$ cat config.mk
export PLATFORM = sky130hd
export DESIGN_NAME = rls_ctrl
export DESIGN_NICKNAME = d
export VERILOG_FILES = /design/src/rtl/rls_pkg.sv /design/src/rtl/rls_ctrl.sv
export SDC_FILE = /design/constraint.sdc
export NUM_CORES = 1
export LEC_CHECK = 0
export BUFFER_PORTS_ARGS = -buffer_cell sky130_fd_sc_hd__buf_2
export CELL_PAD_IN_SITES_DETAIL_PLACEMENT = 0
export CELL_PAD_IN_SITES_GLOBAL_PLACEMENT = 2
export CORE_UTILIZATION = 33
export CTS_CLUSTER_DIAMETER = 40
export DETAILED_ROUTE_END_ITERATION = 12
export PLACE_DENSITY_LB_ADDON = 0.1
export REMOVE_ABC_BUFFERS = 1
export SLEW_MARGIN = 20
export SYNTH_ARGS = -nofsm -noshare
export SYNTH_HDL_FRONTEND = slang
export SYNTH_SLANG_ARGS = --single-unit
$ cat constraint.sdc
create_clock -name clk_i -period 3.05 [get_ports clk_i]
set_clock_uncertainty 0.2 [all_clocks]
set_input_delay 0 -clock clk_i [delete_from_list [all_inputs] [get_ports clk_i]]
set_output_delay 0 -clock clk_i [all_outputs]
set_load 0.05 [all_outputs]
$ cat src/rtl/rls_pkg.sv
// Package: shared types, constants and saturating arithmetic helpers.
`timescale 1ns / 1ps
package rls_pkg;

  localparam int DW = 32;
  localparam int FB = 16;

  typedef logic signed [DW-1:0] q_t;

  localparam q_t QMAX = {1'b0, {(DW-1){1'b1}}};
  localparam q_t QMIN = {1'b1, {(DW-1){1'b0}}};
  localparam q_t ONE_Q = q_t'(1) <<< FB;

  localparam logic [16:0] LAMBDA_RST = 17'd62259;
  localparam logic [16:0] PERIOD_RST = 17'd1638;
  localparam q_t PROP_RST = 32'sd33292;
  localparam q_t INTEG_RST = 32'sd79299;

  localparam logic [1:0] REG_LAMBDA = 2'd0;
  localparam logic [1:0] REG_PERIOD = 2'd1;
  localparam logic [1:0] REG_PROP = 2'd2;
  localparam logic [1:0] REG_INTEG = 2'd3;

  // ALU operations
  localparam logic [1:0] OP_ADD = 2'd0;
  localparam logic [1:0] OP_SUB = 2'd1;
  localparam logic [1:0] OP_MUL = 2'd2;
  localparam logic [1:0] OP_DIV = 2'd3;

  // Register file slots
  localparam int NREG = 32;
  localparam int RW = 5;
  localparam logic [RW-1:0] R_ZERO = 5'd0;
  localparam logic [RW-1:0] R_LAM = 5'd1;
  localparam logic [RW-1:0] R_HT = 5'd2;
  localparam logic [RW-1:0] R_PROP = 5'd3;
  localparam logic [RW-1:0] R_INTEG = 5'd4;
  localparam logic [RW-1:0] R_MEAS = 5'd5;
  localparam logic [RW-1:0] R_TGT = 5'd6;
  localparam logic [RW-1:0] R_YP = 5'd7;
  localparam logic [RW-1:0] R_UP = 5'd8;
  localparam logic [RW-1:0] R_E = 5'd9;
  localparam logic [RW-1:0] R_EP = 5'd10;
  localparam logic [RW-1:0] R_GA = 5'd11;
  localparam logic [RW-1:0] R_GB = 5'd12;
  localparam logic [RW-1:0] R_C00 = 5'd13;
  localparam logic [RW-1:0] R_C01 = 5'd14;
  localparam logic [RW-1:0] R_C10 = 5'd15;
  localparam logic [RW-1:0] R_C11 = 5'd16;
  localparam logic [RW-1:0] R_R0 = 5'd17;
  localparam logic [RW-1:0] R_T1 = 5'd18;
  localparam logic [RW-1:0] R_T2 = 5'd19;
  localparam logic [RW-1:0] R_RES = 5'd20;
  localparam logic [RW-1:0] R_V0 = 5'd21;
  localparam logic [RW-1:0] R_V1 = 5'd22;
  localparam logic [RW-1:0] R_W0 = 5'd23;
  localparam logic [RW-1:0] R_W1 = 5'd24;
  localparam logic [RW-1:0] R_DEN = 5'd25;
  localparam logic [RW-1:0] R_K0 = 5'd26;
  localparam logic [RW-1:0] R_K1 = 5'd27;
  localparam logic [RW-1:0] R_KP = 5'd28;
  localparam logic [RW-1:0] R_KI = 5'd29;
  localparam logic [RW-1:0] R_DRV = 5'd30;
  localparam logic [RW-1:0] R_T3 = 5'd31;

  typedef struct packed {
    logic       go;
    logic [1:0] op;
    logic [RW-1:0] ra;
    logic [RW-1:0] rb;
    logic [RW-1:0] rd;
    logic       neg_b;
    logic       load_in;
    logic       clr_div;
  } cmd_t;

  typedef struct packed {
    logic done;
    logic div_zero;
    logic den_zero;
    logic lam_zero;
    logic gb_zero;
  } sts_t;

  function automatic q_t sat_add(input q_t a, input q_t b, output logic ov);
    logic signed [DW:0] s;
    begin
      s = {a[DW-1], a} + {b[DW-1], b};
      ov = (s[DW] != s[DW-1]);
      if (ov) begin
        sat_add = s[DW] ? QMIN : QMAX;
      end else begin
        sat_add = s[DW-1:0];
      end
    end
  endfunction

  function automatic q_t sat_neg(input q_t a, output logic ov);
    begin
      ov = (a == QMIN);
      sat_neg = ov ? QMAX : -a;
    end
  endfunction

  function automatic q_t from_mag(input logic neg, input logic [DW:0] m, output logic ov);
    begin
      ov = 1'b0;
      if (!neg && m > {1'b0, QMAX}) begin
        ov = 1'b1;
        from_mag = QMAX;
      end else if (neg && m > {2'b01, {(DW-1){1'b0}}}) begin
        ov = 1'b1;
        from_mag = QMIN;
      end else begin
        from_mag = neg ? q_t'(-m[DW-1:0]) : q_t'(m[DW-1:0]);
      end
    end
  endfunction

endpackage

$ cat src/rtl/rls_ctrl.sv
// Controller: microprogram sequencer issuing datapath operations per sample.
`timescale 1ns / 1ps
module rls_ctrl (
  input  logic          clk_i,
  input  logic          rst_ni,
  input  logic          start_i,
  input  rls_pkg::sts_t sts_i,
  output rls_pkg::cmd_t cmd_o,
  output logic          busy_o,
  output logic          finish_o,
  output logic          commit_o,
  output logic          hold_drive_o,
  output logic          div_flag_o
);
  import rls_pkg::*;

  localparam logic [1:0] S_IDLE = 2'd0;
  localparam logic [1:0] S_ISSUE = 2'd1;
  localparam logic [1:0] S_WAIT = 2'd2;
  localparam logic [1:0] S_DONE = 2'd3;

  localparam int PW = 6;
  localparam logic [PW-1:0] P_CHECK_DEN = 6'd21;
  localparam logic [PW-1:0] P_CHECK_GB = 6'd41;

  typedef struct packed {
    logic [1:0] op;
    logic [RW-1:0] ra;
    logic [RW-1:0] rb;
    logic [RW-1:0] rd;
    logic neg_b;
  } uop_t;

  function automatic uop_t prog(input logic [PW-1:0] pc);
    case (pc)
      6'd0:  prog = '{OP_SUB, R_ZERO, R_YP, R_R0, 1'b1};
      6'd1:  prog = '{OP_MUL, R_R0, R_GA, R_T1, 1'b0};
      6'd2:  prog = '{OP_MUL, R_UP, R_GB, R_T2, 1'b0};
      6'd3:  prog = '{OP_ADD, R_T1, R_T2, R_T1, 1'b0};
      6'd4:  prog = '{OP_SUB, R_MEAS, R_T1, R_RES, 1'b1};
      6'd5:  prog = '{OP_MUL, R_C00, R_R0, R_T1, 1'b0};
      6'd6:  prog = '{OP_MUL, R_C01, R_UP, R_T2, 1'b0};
      6'd7:  prog = '{OP_ADD, R_T1, R_T2, R_V0, 1'b0};
      6'd8:  prog = '{OP_MUL, R_C10, R_R0, R_T1, 1'b0};
      6'd9:  prog = '{OP_MUL, R_C11, R_UP, R_T2, 1'b0};
      6'd10: prog = '{OP_ADD, R_T1, R_T2, R_V1, 1'b0};
      6'd11: prog = '{OP_MUL, R_R0, R_C00, R_T1, 1'b0};
      6'd12: prog = '{OP_MUL, R_UP, R_C10, R_T2, 1'b0};
      6'd13: prog = '{OP_ADD, R_T1, R_T2, R_W0, 1'b0};
      6'd14: prog = '{OP_MUL, R_R0, R_C01, R_T1, 1'b0};
      6'd15: prog = '{OP_MUL, R_UP, R_C11, R_T2, 1'b0};
      6'd16: prog = '{OP_ADD, R_T1, R_T2, R_W1, 1'b0};
      6'd17: prog = '{OP_MUL, R_W0, R_R0, R_T1, 1'b0};
      6'd18: prog = '{OP_MUL, R_W1, R_UP, R_T2, 1'b0};
      6'd19: prog = '{OP_ADD, R_T1, R_T2, R_T1, 1'b0};
      6'd20: prog = '{OP_ADD, R_LAM, R_T1, R_DEN, 1'b0};
      6'd21: prog = '{OP_DIV, R_V0, R_DEN, R_K0, 1'b0};
      6'd22: prog = '{OP_DIV, R_V1, R_DEN, R_K1, 1'b0};
      6'd23: prog = '{OP_MUL, R_K0, R_W0, R_T1, 1'b0};
      6'd24: prog = '{OP_SUB, R_C00, R_T1, R_T1, 1'b1};
      6'd25: prog = '{OP_MUL, R_K0, R_W1, R_T2, 1'b0};
      6'd26: prog = '{OP_SUB, R_C01, R_T2, R_T2, 1'b1};
      6'd27: prog = '{OP_MUL, R_K1, R_W0, R_T3, 1'b0};
      6'd28: prog = '{OP_SUB, R_C10, R_T3, R_T3, 1'b1};
      6'd29: prog = '{OP_MUL, R_K1, R_W1, R_V0, 1'b0};
      6'd30: prog = '{OP_SUB, R_C11, R_V0, R_V0, 1'b1};
      6'd31: prog = '{OP_DIV, R_T1, R_LAM, R_C00, 1'b0};
      6'd32: prog = '{OP_DIV, R_T2, R_LAM, R_C01, 1'b0};
      6'd33: prog = '{OP_DIV, R_T3, R_LAM, R_C10, 1'b0};
      6'd34: prog = '{OP_DIV, R_V0, R_LAM, R_C11, 1'b0};
      6'd35: prog = '{OP_MUL, R_K0, R_RES, R_T1, 1'b0};
      6'd36: prog = '{OP_ADD, R_GA, R_T1, R_GA, 1'b0};
      6'd37: prog = '{OP_MUL, R_K1, R_RES, R_T1, 1'b0};
      6'd38: prog = '{OP_ADD, R_GB, R_T1, R_GB, 1'b0};
      6'd39: prog = '{OP_ADD, R_E, R_ZERO, R_EP, 1'b0};
      6'd40: prog = '{OP_SUB, R_TGT, R_MEAS, R_E, 1'b1};
      6'd41: prog = '{OP_SUB, R_PROP, R_GA, R_T1, 1'b1};
      6'd42: prog = '{OP_DIV, R_T1, R_GB, R_KP, 1'b0};
      6'd43: prog = '{OP_DIV, R_INTEG, R_GB, R_KI, 1'b0};
      6'd44: prog = '{OP_SUB, R_E, R_EP, R_T1, 1'b1};
      6'd45: prog = '{OP_MUL, R_KP, R_T1, R_T1, 1'b0};
      6'd46: prog = '{OP_MUL, R_KI, R_HT, R_T2, 1'b0};
      6'd47: prog = '{OP_ADD, R_E, R_EP, R_T3, 1'b0};
      6'd48: prog = '{OP_MUL, R_T2, R_T3, R_T2, 1'b0};
      6'd49: prog = '{OP_ADD, R_T1, R_T2, R_T1, 1'b0};
      6'd50: prog = '{OP_ADD, R_UP, R_T1, R_DRV, 1'b0};
      default: prog = '{OP_ADD, R_ZERO, R_ZERO, R_ZERO, 1'b0};
    endcase
  endfunction

  localparam logic [PW-1:0] P_ERR = 6'd39;
  localparam logic [PW-1:0] P_LAST = 6'd50;

  logic [1:0] st_q, st_d;
  logic [PW-1:0] pc_q, pc_d;
  logic hold_q, hold_d, divf_q, divf_d;
  uop_t u;
  logic fin;

  assign u = prog(pc_q);

  always_comb begin
    st_d = st_q;
    pc_d = pc_q;
    hold_d = hold_q;
    divf_d = divf_q;
    fin = 1'b0;
    cmd_o = '0;
    cmd_o.op = u.op;
    cmd_o.ra = u.ra;
    cmd_o.rb = u.rb;
    cmd_o.rd = u.rd;
    cmd_o.neg_b = u.neg_b;
    case (st_q)
      S_IDLE: begin
        if (start_i) begin
          cmd_o.load_in = 1'b1;
          pc_d = '0;
          hold_d = 1'b0;
          divf_d = 1'b0;
          st_d = S_ISSUE;
        end
      end
      S_ISSUE: begin
        if (pc_q == P_CHECK_DEN && (sts_i.den_zero || sts_i.lam_zero)) begin
          divf_d = 1'b1;
          pc_d = P_ERR;
        end else if (pc_q == P_CHECK_GB && sts_i.gb_zero) begin
          divf_d = 1'b1;
          hold_d = 1'b1;
          st_d = S_DONE;
        end else begin
          cmd_o.go = 1'b1;
          st_d = S_WAIT;
        end
      end
      S_WAIT: begin
        if (sts_i.done) begin
          if (sts_i.div_zero) divf_d = 1'b1;
          cmd_o.clr_div = 1'b1;
          if (pc_q == P_LAST) begin
            st_d = S_DONE;
          end else begin
            pc_d = pc_q + 1'b1;
            st_d = S_ISSUE;
          end
        end
      end
      S_DONE: begin
        fin = 1'b1;
        st_d = S_IDLE;
      end
      default: st_d = S_IDLE;
    endcase
  end

  always_ff @(posedge clk_i or negedge rst_ni) begin
    if (!rst_ni) begin
      st_q <= S_IDLE;
      pc_q <= '0;
      hold_q <= 1'b0;
      divf_q <= 1'b0;
    end else begin
      st_q <= st_d;
      pc_q <= pc_d;
      hold_q <= hold_d;
      divf_q <= divf_d;
    end
  end

  assign busy_o = (st_q != S_IDLE);
  assign finish_o = fin;
  assign commit_o = fin;
  assign hold_drive_o = hold_q;
  assign div_flag_o = divf_q;
endmodule

After elaboration in Yosys (flattened, before gate mapping)
Memory sizes are Yosys's and may differ from the RTL's.
Cells that the tools add are included.

cells by class
  add/subtract/negate cells = 1
  eq/ne operators = 14
  reduce and logical (&&, ||, !) cells = 11
  muxes and demuxes = 27

operators with widths
  operator               count
  $mux W6                4
  $pmux W6 S3            1
  $mux W1                15
  $ne A2 B2 Y1 const B   7
  $eq A6 B6 Y1 const B   2
  $reduce_and A5 Y1      2
  $mux W2                4
  $pmux W2 S4            1
  $add A6 B1 Y6 const B  1
  $eq A6 B5 Y1 const B   1
  $eq A2 B2 Y1 const B   2
  $reduce_and A4 Y1      1
  $reduce_bool A2 Y1     2
  $ne A3 B3 Y1 const B   1
  $pmux W1 S3            1
  $reduce_and A3 Y1      1
  $reduce_bool A3 Y1     1
  $eq A2 B1 Y1 const B   1
  $logic_and A1 B1 Y1    2
  $logic_not A2 Y1       1
  $pmux W1 S2            1
  $logic_or A1 B1 Y1     1

storage, ports and cells
  word-level logic and storage cells = 58
  bits in read-only memories = 1152
  output and inout bits = 26
  memories = 1
  input bits = 8
  flip-flop bits (word level) = 10

memories
  memory            words  bits a word  rd ports  clocked after Yosys merged registers in  write ports  line            source
  (name not given)  64     18           1         0                                        0            rls_ctrl.sv:35  case (pc)

Logic depth before layout (Yosys ltp)
Gate-level depths: netlist of run 1.

  depth after elaboration = 5
  gate-level depth with buffers = 7

Worst setup path after synthesis of run 1
No wires, ideal clock.

  path kind = register -> output
  from = reg pc_q[0]
  to = out cmd_o[16] (netlist name)
  data required time = 2.850 ns
  buffers on the path = 1
  slack = -0.516 ns
  arrival time = 3.366 ns
  cell stages (with the launch flop) = 8
  cells stage by stage = dfrtp_1 inv_1 ha_1 clkbuf_1 nor2_1 a211oi_1 a211oi_1 o311ai_0

RTL lines
  what                    line             source
  from (decl)             rls_ctrl.sv:95   logic [PW-1:0] pc_q, pc_d;
  from (signal assigned)  rls_ctrl.sv:165  pc_q <= pc_d;
  to (decl)               rls_ctrl.sv:8    output rls_pkg::cmd_t cmd_o,

==> impl_metrics.env, run 1 <==
export IMPL_cts_root_buf="clkbuf_8"
export IMPL_worst_setup_path_end_kind="primary output"
export IMPL_numCtsBuffers=3
export IMPL_rsz0062_at_grt="false"
export IMPL_finalCriticalPeriod_ns=2.81
export IMPL_pin_count=34
export IMPL_fp_coreArea_um2=6350
export IMPL_die_y_um=83.3
export IMPL_clock_sinks=10
export IMPL_leakagePower_nw=1.07
export IMPL_min_from="sts_i[0]"
export IMPL_synth_area_top_cells="dfrtp_1 (11%), ha_1 (9.8%), o21ai_0 (6.0%)"
export IMPL_overflow=0
export IMPL_hold_viol_final=1
export IMPL_dp_hpwl_um=5670
export IMPL_p_per_area_nw_per_um2=1080
export IMPL_first_iter_violations=258
export IMPL_cp_slowest_stage_delay_ns=0.73
export IMPL_ys_types=66
export IMPL_ctsResizeCount=0
export IMPL_r2r_end="pc_q[1]$_DFFE_PN0P_"
export IMPL_critical_path_arrival_ns=2.61
export IMPL_min_path_type="in2reg"
export IMPL_critPathLaunchType="flip-flop"
export IMPL_ant_nets=0
export IMPL_critPathSlowestCell="dfrtp_1"
export IMPL_totalNegativeSetupSlack_ns=0
export IMPL_synth_top_area_share_pct=11.5
export IMPL_syn_avg_cell_area_um2=7.44
export IMPL_synth_largest_area_cell="dfrtp_1"
export IMPL_r2r_cells=6
export IMPL_syn_inst=293
export IMPL_io_buffers=33
export IMPL_h_tree_depth=1
export IMPL_ys_ff_latch=10
export IMPL_cp_max_fo=19
export IMPL_yosysSeqAreaShare_pct=11.5
export IMPL_worstPathRequired_ns=2.85
export IMPL_netlist_area_um2=2180
export IMPL_ff2ff_setup_slack_ns=0.40
export IMPL_clock_latency_ns=0.25
export IMPL_r2r_start="pc_q[0]$_DFFE_PN0P_"
export IMPL_syn2layout_area_growth_pct=16.0
export IMPL_layout_nets=348
export IMPL_violations="negative hold slack"
export IMPL_max_freq_ghz=0.355
export IMPL_final_max_slew_viol_count=0
export IMPL_cts_tree="done"
export IMPL_ys_warn_count=0
export IMPL_drv_cap=0
export IMPL_ir_drop_mv=0.490
export IMPL_via_per_inst=6.15
export IMPL_antenna_found_initial=0
export IMPL_postSynth_asyncResetShare_pct=100
export IMPL_pre_cts_slack_ns=0.461
export IMPL_crit_type="reg2out"
export IMPL_worst_pin_slew_ns=0.660
export IMPL_gp_congestion=0.890
export IMPL_total_power_mw=2.74
export IMPL_wl_per_cell_um=19.5
export IMPL_drive_gt1_share_pct=22.7
export IMPL_cts_buffer_depth=2
export IMPL_yosys_most_used_dff="dfrtp_1"
export IMPL_route_vias_total=2454
export IMPL_finalWorstSetupSlack_ns=0.236
export IMPL_die_area_um2=6930
export IMPL_fin_util_pct=39.8
export IMPL_setup_violations=0
export IMPL_antenna_cells=0
export IMPL_relSlewSlack_pct=55.9
export IMPL_grt_use_total_pct=22.8
export IMPL_start_util_pct=34.3
export IMPL_clk_pin_slew_worst_paths_ns=0.05
export IMPL_synth_edf_count=0
export IMPL_die_w_um=83.3
export IMPL_grt_pass1_vias=2310
export IMPL_first_pass_iters=5
export IMPL_core_rowCount=29
export IMPL_drc=0
export IMPL_grt_pass1_wl_um=12700
export IMPL_grt_max_degree=36
export IMPL_status="finished, violations left"
export IMPL_path_cells="inv_2 > ha_1 > o311ai_0 > buf_2"
export IMPL_hold_path_end="hold_drive_o$_DFFE_PN0P_"
export IMPL_whs_ns=-0.000813
export IMPL_finalCritPeriodShare_pct=92.3
export IMPL_whs_path_depth=4
export IMPL_routed_wl_um=7770
cell usage in the layout, fill, tap and decap left out, drive strengths merged, types with 6 or more instances in the layout:
cell type  netlist  layout
mux2i            9       9
nor2b           14      14
o211ai           8       8
buf             18      51
nand3           14      14
and2             7       7
inv             11      11
nor2            15      15
nand2           23      23
dfrtp           10      10
a31oi            6       6
nand2b          11      11
o21ai           26      26
a21oi           17      17
ha              17      17
worst max path at each step:
stage                        start                   to  slack, ns  cells after the start
2_1_floorplan  pc_q[2]$_DFFE_PN0P_            cmd_o[16]      -0.77                      5
3_3_place_gp   pc_q[0]$_DFFE_PN0P_  pc_q[1]$_DFFE_PN0P_       0.45                      6
3_5_place_dp   pc_q[0]$_DFFE_PN0P_  pc_q[1]$_DFFE_PN0P_       0.46                      6
4_1_cts        pc_q[0]$_DFFE_PN0P_            cmd_o[16]       0.27                      8
5_1_grt        pc_q[2]$_DFFE_PN0P_             cmd_o[5]       0.06                      4
6_report       pc_q[2]$_DFFE_PN0P_             cmd_o[5]       0.24                      4
power by group:
part           total (mW)  leakage, nW  switching, mW  internal (mW)
clock network       0.177       0.0288         0.0630          0.114
registers           0.241        0.128         0.0676          0.173
logic                2.32        0.910           1.56          0.759
total                2.74         1.07           1.69           1.05
stage by stage:
stage	cells	area, um^2
global placement	392	2440
detailed placement	392	2440
global route	399	2530
floorplan	264	2040
CTS	399	2530
finish	399	2530
final cells by class:
class	instances	area, um^2
tap	77	96.3
clock buffer	4	55.1
sequential	10	251
inverter	12	45.0
timing repair buffer	54	330
fill	678	3820
multi-input combinational	242	1750
state kept, by name (all words and copies together), names as in the netlist:
name	count
pc_q	6
div_flag_o	1
hold_drive_o	1
st_q	2
routing by layer:
layer	part of all wire, %	track usage (%)	up-vias
met1	46	32.0	1173
li1	-	-	1160
met2	47	36.7	106
met5	0	0	-
met4	2.2	7.84	0
met3	4.8	1.89	15
cell families (layout without fill, tap and decap cells):
logic type | after synthesis | count (layout) | share of synthesized area [%]
XOR/XNOR | 2 | 2 | 0.804
multiplexers | 17 | 17 | 10.2
AND/OR/NAND/NOR | 106 | 106 | 27.0
adder cells (fa/ha/maj) | 17 | 17 | 9.76
flip-flops | 10 | 10 | 11.5
AO/OA/AOI/OAI | 100 | 100 | 32.6
buffers and inverters | 41 | 70 | 8.27
cell usage after synthesis, types with 3 or more instances:
cell       number
a221oi_1        4
dfrtp_1        10
or3_1           3
a31oi_1         6
clkbuf_1       11
nand3_1        13
o32ai_1         3
ha_1           17
o311ai_0        3
mux4_2          3
nand4_1         5
buf_2          12
o2bb2ai_1       3
a21oi_1        17
inv_1           9
nand2_1        23
nor2_1         15
o21ai_0        26
mux2i_1         9
o211ai_1        8
and2_1          7
nor2b_1        14
buf_1           4
nand2b_1        9
a211oi_1        4
nor3_1          5
critical path, delay by kind of cell, from the launching register on:
kind,cells,cell delay (ns)
fa+ha+maj,1,0.42
compound gates,1,0.50
buf+inv,2,0.72
flops,1,0.73
timing repair:
item	4_1_cts	5_1_grt
endpoints found under the hold margin	11	0
hold buffers	3	0
buffers inserted	0	0
Power figures use the tool's default switching activity.
==> inputs of run 2 (changes only) <==
Settings changed: SETUP_SLACK_MARGIN set to 0.4.
==> run 2 against run 1 <==
  * The flow still finishes with violations (negative hold slack)
  * Sequential share of layout area down 0.071 points
  * Worst setup slack better by 0.24 ns
  * Non-clock buffer count up 1
  * Die area unchanged
  * Combinational power up 3%
  * Global-route usage down 0.10 points
  * Critical path depth up 2
  * Via count up 0.98%
  * Hold slack about the same
  * Largest cell class unchanged
  * Highest routed layer unchanged
==> impl_metrics.env, run 2 (synthesized netlist as in run 1, its figures left out) <==
export IMPL_status="finished, violations left"
export IMPL_violations="negative hold slack"
export IMPL_die_y_um=83.3
export IMPL_wl_per_cell_um=19.8
export IMPL_dp_hpwl_um=5670
export IMPL_route_vias_total=2478
export IMPL_worst_pin_slew_ns=0.676
export IMPL_drc=0
export IMPL_grt_pass1_vias=2299
export IMPL_mostFrequentLayoutCells="buf_2 (30), o21ai_0 (26), nand2_1 (23)"
export IMPL_via_per_inst=6.20
export IMPL_regMostFlops="pc_q"
export IMPL_die_w_um=83.3
export IMPL_crit_type="reg2out"
export IMPL_final_max_slew_viol_count=0
export IMPL_largest_register_ffs=6
export IMPL_total_power_mw=2.80
export IMPL_setup_violations=0
export IMPL_h_tree_depth=1
export IMPL_finalWorstSetupSlack_ns=0.479
export IMPL_clock_sinks=10
export IMPL_max_freq_ghz=0.389
export IMPL_grt_max_degree=36
export IMPL_antenna_cells=0
export IMPL_whs_ns=-0.000918
export IMPL_gp_congestion=0.890
export IMPL_clk_pin_slew_worst_paths_ns=0.05
export IMPL_syn2layout_area_growth_pct=19.1
export IMPL_cts_buffer_depth=2
export IMPL_io_buffers=33
export IMPL_first_pass_iters=5
export IMPL_drive_gt1_share_pct=25.7
export IMPL_overflow=0
export IMPL_ant_nets=0
export IMPL_ir_drop_mv=0.485
export IMPL_die_area_um2=6930
export IMPL_grt_pass1_wl_um=12700
export IMPL_grt_use_total_pct=22.7
export IMPL_cp_max_fo=19
export IMPL_finalCriticalPeriod_ns=2.57
export IMPL_critical_path_arrival_ns=2.37
export IMPL_hold_viol_final=1
export IMPL_critPathLaunchType="flip-flop"
export IMPL_layout_nets=349
export IMPL_clock_latency_ns=0.24
export IMPL_cts_root_buf="clkbuf_8"
export IMPL_leakagePower_nw=1.07
export IMPL_rsz0062_at_grt="true"
export IMPL_finalCritPeriodShare_pct=84.3
export IMPL_core_rowCount=29
export IMPL_antenna_found_initial=0
export IMPL_totalNegativeSetupSlack_ns=0
export IMPL_cts_tree="done"
export IMPL_worst_setup_path_end_kind="primary output"
export IMPL_largest_registers="pc_q: 6 flops, st_q: 2 flops"
export IMPL_numCtsBuffers=3
export IMPL_start_util_pct=34.3
export IMPL_worstPathRequired_ns=2.85
export IMPL_relSlewSlack_pct=54.9
export IMPL_first_iter_violations=316
export IMPL_layout_commonest_cell="buf_2"
export IMPL_fp_coreArea_um2=6350
export IMPL_routed_wl_um=7910
export IMPL_pin_count=34
export IMPL_min_path_type="in2reg"
export IMPL_p_per_area_nw_per_um2=1080
export IMPL_pre_cts_slack_ns=0.461
export IMPL_drv_cap=0
==> run 2: worst paths after layout <==
check                           cells past startpoint  slack (ns)                        to              startpoint
worst min register to register                      1        0.29    div_flag_o$_DFFE_PN0P_  div_flag_o$_DFFE_PN0P_
min in group asynchronous                           3        0.57       pc_q[5]$_DFFE_PN0P_                  rst_ni
worst min-delay path                                4     -0.0009  hold_drive_o$_DFFE_PN0P_                sts_i[0]
worst max register to register                      6        0.50       pc_q[1]$_DFFE_PN0P_     pc_q[0]$_DFFE_PN0P_
worst max-delay path                                6        0.48                 cmd_o[12]     pc_q[2]$_DFFE_PN0P_
max in group asynchronous                           3        1.71       pc_q[3]$_DFFE_PN0P_                  rst_ni
==> run 2: repair_timing <==
action / CTS / global route
endpoints found under the hold margin: 11 / 0
buffers inserted: 0 / 1
endpoints found under the setup margin: 4 / 15
resized for setup: 4 / 14
hold buffers: 3 / 0
==> run 2: final cells by class <==
cell class | instances | area (um^2)
Timing Repair Buffer | 55 | 349
Fill cell | 666 | 3750
Inverter | 12 | 45.0
Sequential cell | 10 | 256
Multi-Input combinational cell | 242 | 1790
Clock buffer | 4 | 55.1
Tap cell | 77 | 96.3
==> run 2: critical path, cell delays in order, from the launching register on <==
cell and delay (ns):
dfrtp_2 0.53, inv_2 0.40, ha_1 0.41, nand4_1 0.17, nand2_1 0.12, a2bb2oi_1 0.20, buf_2 0.30
==> run 2: per-stage QoR <==
step | utilization (%) | instances | area, um^2 | hold WS, ns
floorplan | - | 264 | 2040 | -0.496
global placement | 38.5 | 392 | 2440 | -0.313
detailed placement | 38.5 | 392 | 2440 | -0.315
CTS | 39.9 | 399 | 2540 | 0.00684
global route | 40.9 | 400 | 2600 | 0.0197
finish | 40.9 | 400 | 2600 | -0.000918
==> run 2: power breakdown <==
group          internal, mW  total, mW  switching, mW
clock                 0.114      0.178         0.0632
sequential            0.175      0.244         0.0687
combinational         0.799       2.38           1.58
total                  1.09       2.80           1.71
==> run 2: per-layer routing <==
metal | wire length, um | share of wire, % | vias to the layer above | track usage (%)
li1 | - | - | 1157 | -
met1 | 3620 | 46 | 1193 | 31.8
met2 | 3680 | 46 | 109 | 36.7
met3 | 425 | 5.4 | 19 | 1.79
met4 | 189 | 2.4 | 0 | 7.68
met5 | 0 | 0 | - | 0
==> inputs of run 3 (changes only) <==
Settings changed: ABC_AREA set to 1, CORE_UTILIZATION 33 to 29.
Clock period 3.05 ns to 2.5 ns, I/O delays scaled along.
==> run 3 against run 2 <==
  * The run now ends clean
  * First-iteration DRC count shrank 27%
  * Non-clock buffer count increased by 15
  * Clock power up 17%
  * Sequential cell count unchanged
  * Via count up 9.7%
  * Critical path depth rose by 2
  * Die area grew 5.0%
  * Sequential power rose by 9.8%
  * Combinational power increased by 30%
  * Global-route usage up 0.67 points
  * Critical endpoint is now cmd_o[5]
==> impl_metrics.env, run 3 <==
export IMPL_synth_simple_area_share_pct=41.8
export IMPL_worst_pin_slew_ns=0.467
export IMPL_whs_path_depth=6
export IMPL_numCtsBuffers=3
export IMPL_synth_edf_count=0
export IMPL_syn_avg_cell_area_um2=5.53
export IMPL_crit_type="reg2out"
export IMPL_post_synth_top_count_cell="nand2_1"
export IMPL_max_freq_ghz=0.471
export IMPL_grt_use_total_pct=23.4
export IMPL_clock_latency_ns=0.24
export IMPL_cts_root_buf="clkbuf_8"
export IMPL_fillerInstances=740
export IMPL_drive_gt1_share_pct=32.5
export IMPL_ys_ff_latch=10
export IMPL_synth_top_area_share_pct=22.4
export IMPL_grt_max_degree=39
export IMPL_clk_pin_slew_worst_paths_ns=0.05
export IMPL_critical_path_arrival_ns=1.92
export IMPL_pin_count=34
export IMPL_synthXorXnorAreaFrac_pct=0
export IMPL_drv_cap=0
export IMPL_min_path_type="in2reg"
export IMPL_critPathLaunchType="flip-flop"
export IMPL_clock_sinks=10
export IMPL_leakagePower_nw=1.50
export IMPL_min_from="sts_i[4]"
export IMPL_die_y_um=85.3
export IMPL_ir_drop_mv=0.535
export IMPL_overflow=0
export IMPL_hold_viol_final=0
export IMPL_ys_types=29
export IMPL_core_rowCount=30
export IMPL_postSynth_asyncResetShare_pct=100
export IMPL_largest_registers="pc_q: 6 flops, st_q: 2 flops"
export IMPL_synth_largest_area_cell="nand2_1"
export IMPL_r2r_cells=10
export IMPL_antenna_found_initial=0
export IMPL_die_area_um2=7280
export IMPL_yosys_most_used_dff="dfrtp_1"
export IMPL_whs_ns=0.0609
export IMPL_yosysSeqAreaShare_pct=12.4
export IMPL_r2r_end="pc_q[5]$_DFFE_PN0P_"
export IMPL_setup_violations=0
export IMPL_die_w_um=85.3
export IMPL_largest_register_ffs=6
export IMPL_routed_wl_um=8550
export IMPL_ant_nets=0
export IMPL_p_per_area_nw_per_um2=1220
export IMPL_ff2ff_setup_slack_ns=0.57
export IMPL_grt_pass1_vias=2532
export IMPL_pre_cts_slack_ns=0.167
export IMPL_syn_inst=364
export IMPL_synthTopCellsByCount="nand2_1 (120), inv_1 (45), nand3_1 (38)"
export IMPL_total_power_mw=3.57
export IMPL_crit_path_end="cmd_o[5]"
export IMPL_start_util_pct=29.8
export IMPL_dp_hpwl_um=6540
export IMPL_fin_util_pct=43.5
export IMPL_layout_nets=448
export IMPL_crit_start="pc_q[2]$_DFFE_PN0P_"
export IMPL_status="finished, final reports clean"
export IMPL_final_max_slew_viol_count=0
export IMPL_regMostFlops="pc_q"
export IMPL_syn2layout_area_growth_pct=45.9
export IMPL_synthAdderAreaFrac_pct=10.6
export IMPL_route_vias_total=2718
export IMPL_finalCriticalPeriod_ns=2.12
export IMPL_rsz0062_at_grt="true"
export IMPL_drc=0
export IMPL_synth_area_top_cells="nand2_1 (22%), dfrtp_1 (12%), ha_1 (11%)"
export IMPL_antenna_cells=0
export IMPL_grt_pass1_wl_um=13200
export IMPL_synth_top_family_by_area="simple AND/OR/NAND/NOR gates"
export IMPL_layout_commonest_cell="nand2_1"
export IMPL_first_iter_violations=232
export IMPL_via_per_inst=5.41
export IMPL_relSlewSlack_pct=68.8
export IMPL_cts_buffer_depth=2
export IMPL_mostFrequentLayoutCells="nand2_1 (111), nand3_1 (35), inv_1 (34)"
export IMPL_ys_warn_count=0
export IMPL_first_pass_iters=7
export IMPL_h_tree_depth=1
export IMPL_r2r_start="st_q[0]$_DFFE_PN0P_"
export IMPL_finalWorstSetupSlack_ns=0.375
export IMPL_fp_coreArea_um2=6760
export IMPL_synthMuxAreaShare_pct=0
export IMPL_io_buffers=33
export IMPL_cts_tree="done"
export IMPL_wl_per_cell_um=17.0
export IMPL_finalCritPeriodShare_pct=85.0
export IMPL_worstPathRequired_ns=2.30
export IMPL_cp_max_fo=27
export IMPL_gp_congestion=0.897
export IMPL_synth_compound_area_share_pct=20.8
export IMPL_netlist_area_um2=2010
export IMPL_totalNegativeSetupSlack_ns=0
export IMPL_worst_setup_path_end_kind="primary output"
==> run 3: metrics by stage <==
stage | cells | instance area (um^2)
floorplan | 347 | 1900
global placement | 479 | 2330
detailed placement | 479 | 2330
CTS | 493 | 2600
global route | 502 | 2940
finish | 502 | 2940
==> run 3: what timing repair did <==
action / 4_1_cts / 5_1_grt
endpoints found under the setup margin: 19 / 21
hold endpoints to repair: 12 / 0
hold buffers: 5 / 0
gates cloned: 0 / 1
resized for setup: 55 / 73
pin swaps: 6 / 10
buffers inserted: 5 / 8
==> run 3: worst max-delay path, cell delays in order (launching register included) <==
cell	delay, ns
dfrtp_1	0.40
buf_6	0.31
nand2_1	0.18
nor2_1	0.25
a21oi_2	0.08
o21ai_1	0.09
nand2_1	0.07
nand3_1	0.12
buf_6	0.17
==> run 3: area by class of cell <==
cell class	count	area (um^2)	share of cell area [%]
multi-input combinational	291	1730	59.1
timing repair buffer	70	608	20.7
sequential	10	251	8.56
inverter	47	188	6.39
tap	80	100	3.41
clock buffer	4	55.1	1.87
==> run 3: power breakdown <==
group,internal [mW],switching (mW)
clock network,0.139,0.0688
logic,1.06,2.04
registers,0.209,0.0595
==> run 3: how the worst min path moves through the flow <==
| stage | endpoint | slack [ns] |
|---|---|---|
| floorplan | div_flag_o$_DFFE_PN0P_ | -0.50 |
| global placement | pc_q[4]$_DFFE_PN0P_ | -0.32 |
| detailed placement | pc_q[4]$_DFFE_PN0P_ | -0.32 |
| CTS | st_q[0]$_DFFE_PN0P_ | 0.06 |
| global route | st_q[0]$_DFFE_PN0P_ | 0.11 |
| finish | st_q[1]$_DFFE_PN0P_ | 0.06 |
==> run 3: cells by family (layout without fill, tap and decap cells) <==
kind of cell,Yosys count,after routing
buffers and inverters,64,121
adder cells (fa/ha/maj),17,17
AO/OA/AOI/OAI,77,77
flip-flops,10,10
AND/OR/NAND/NOR,196,197
==> run 3: per-layer routing <==
metal,vias up,GRT usage [%],wire length [um]
li1,1307,-,-
met2,140,37.2,3790
met5,-,0,0
met1,1237,31.2,3660
met4,0,12.6,452
met3,34,2.43,635
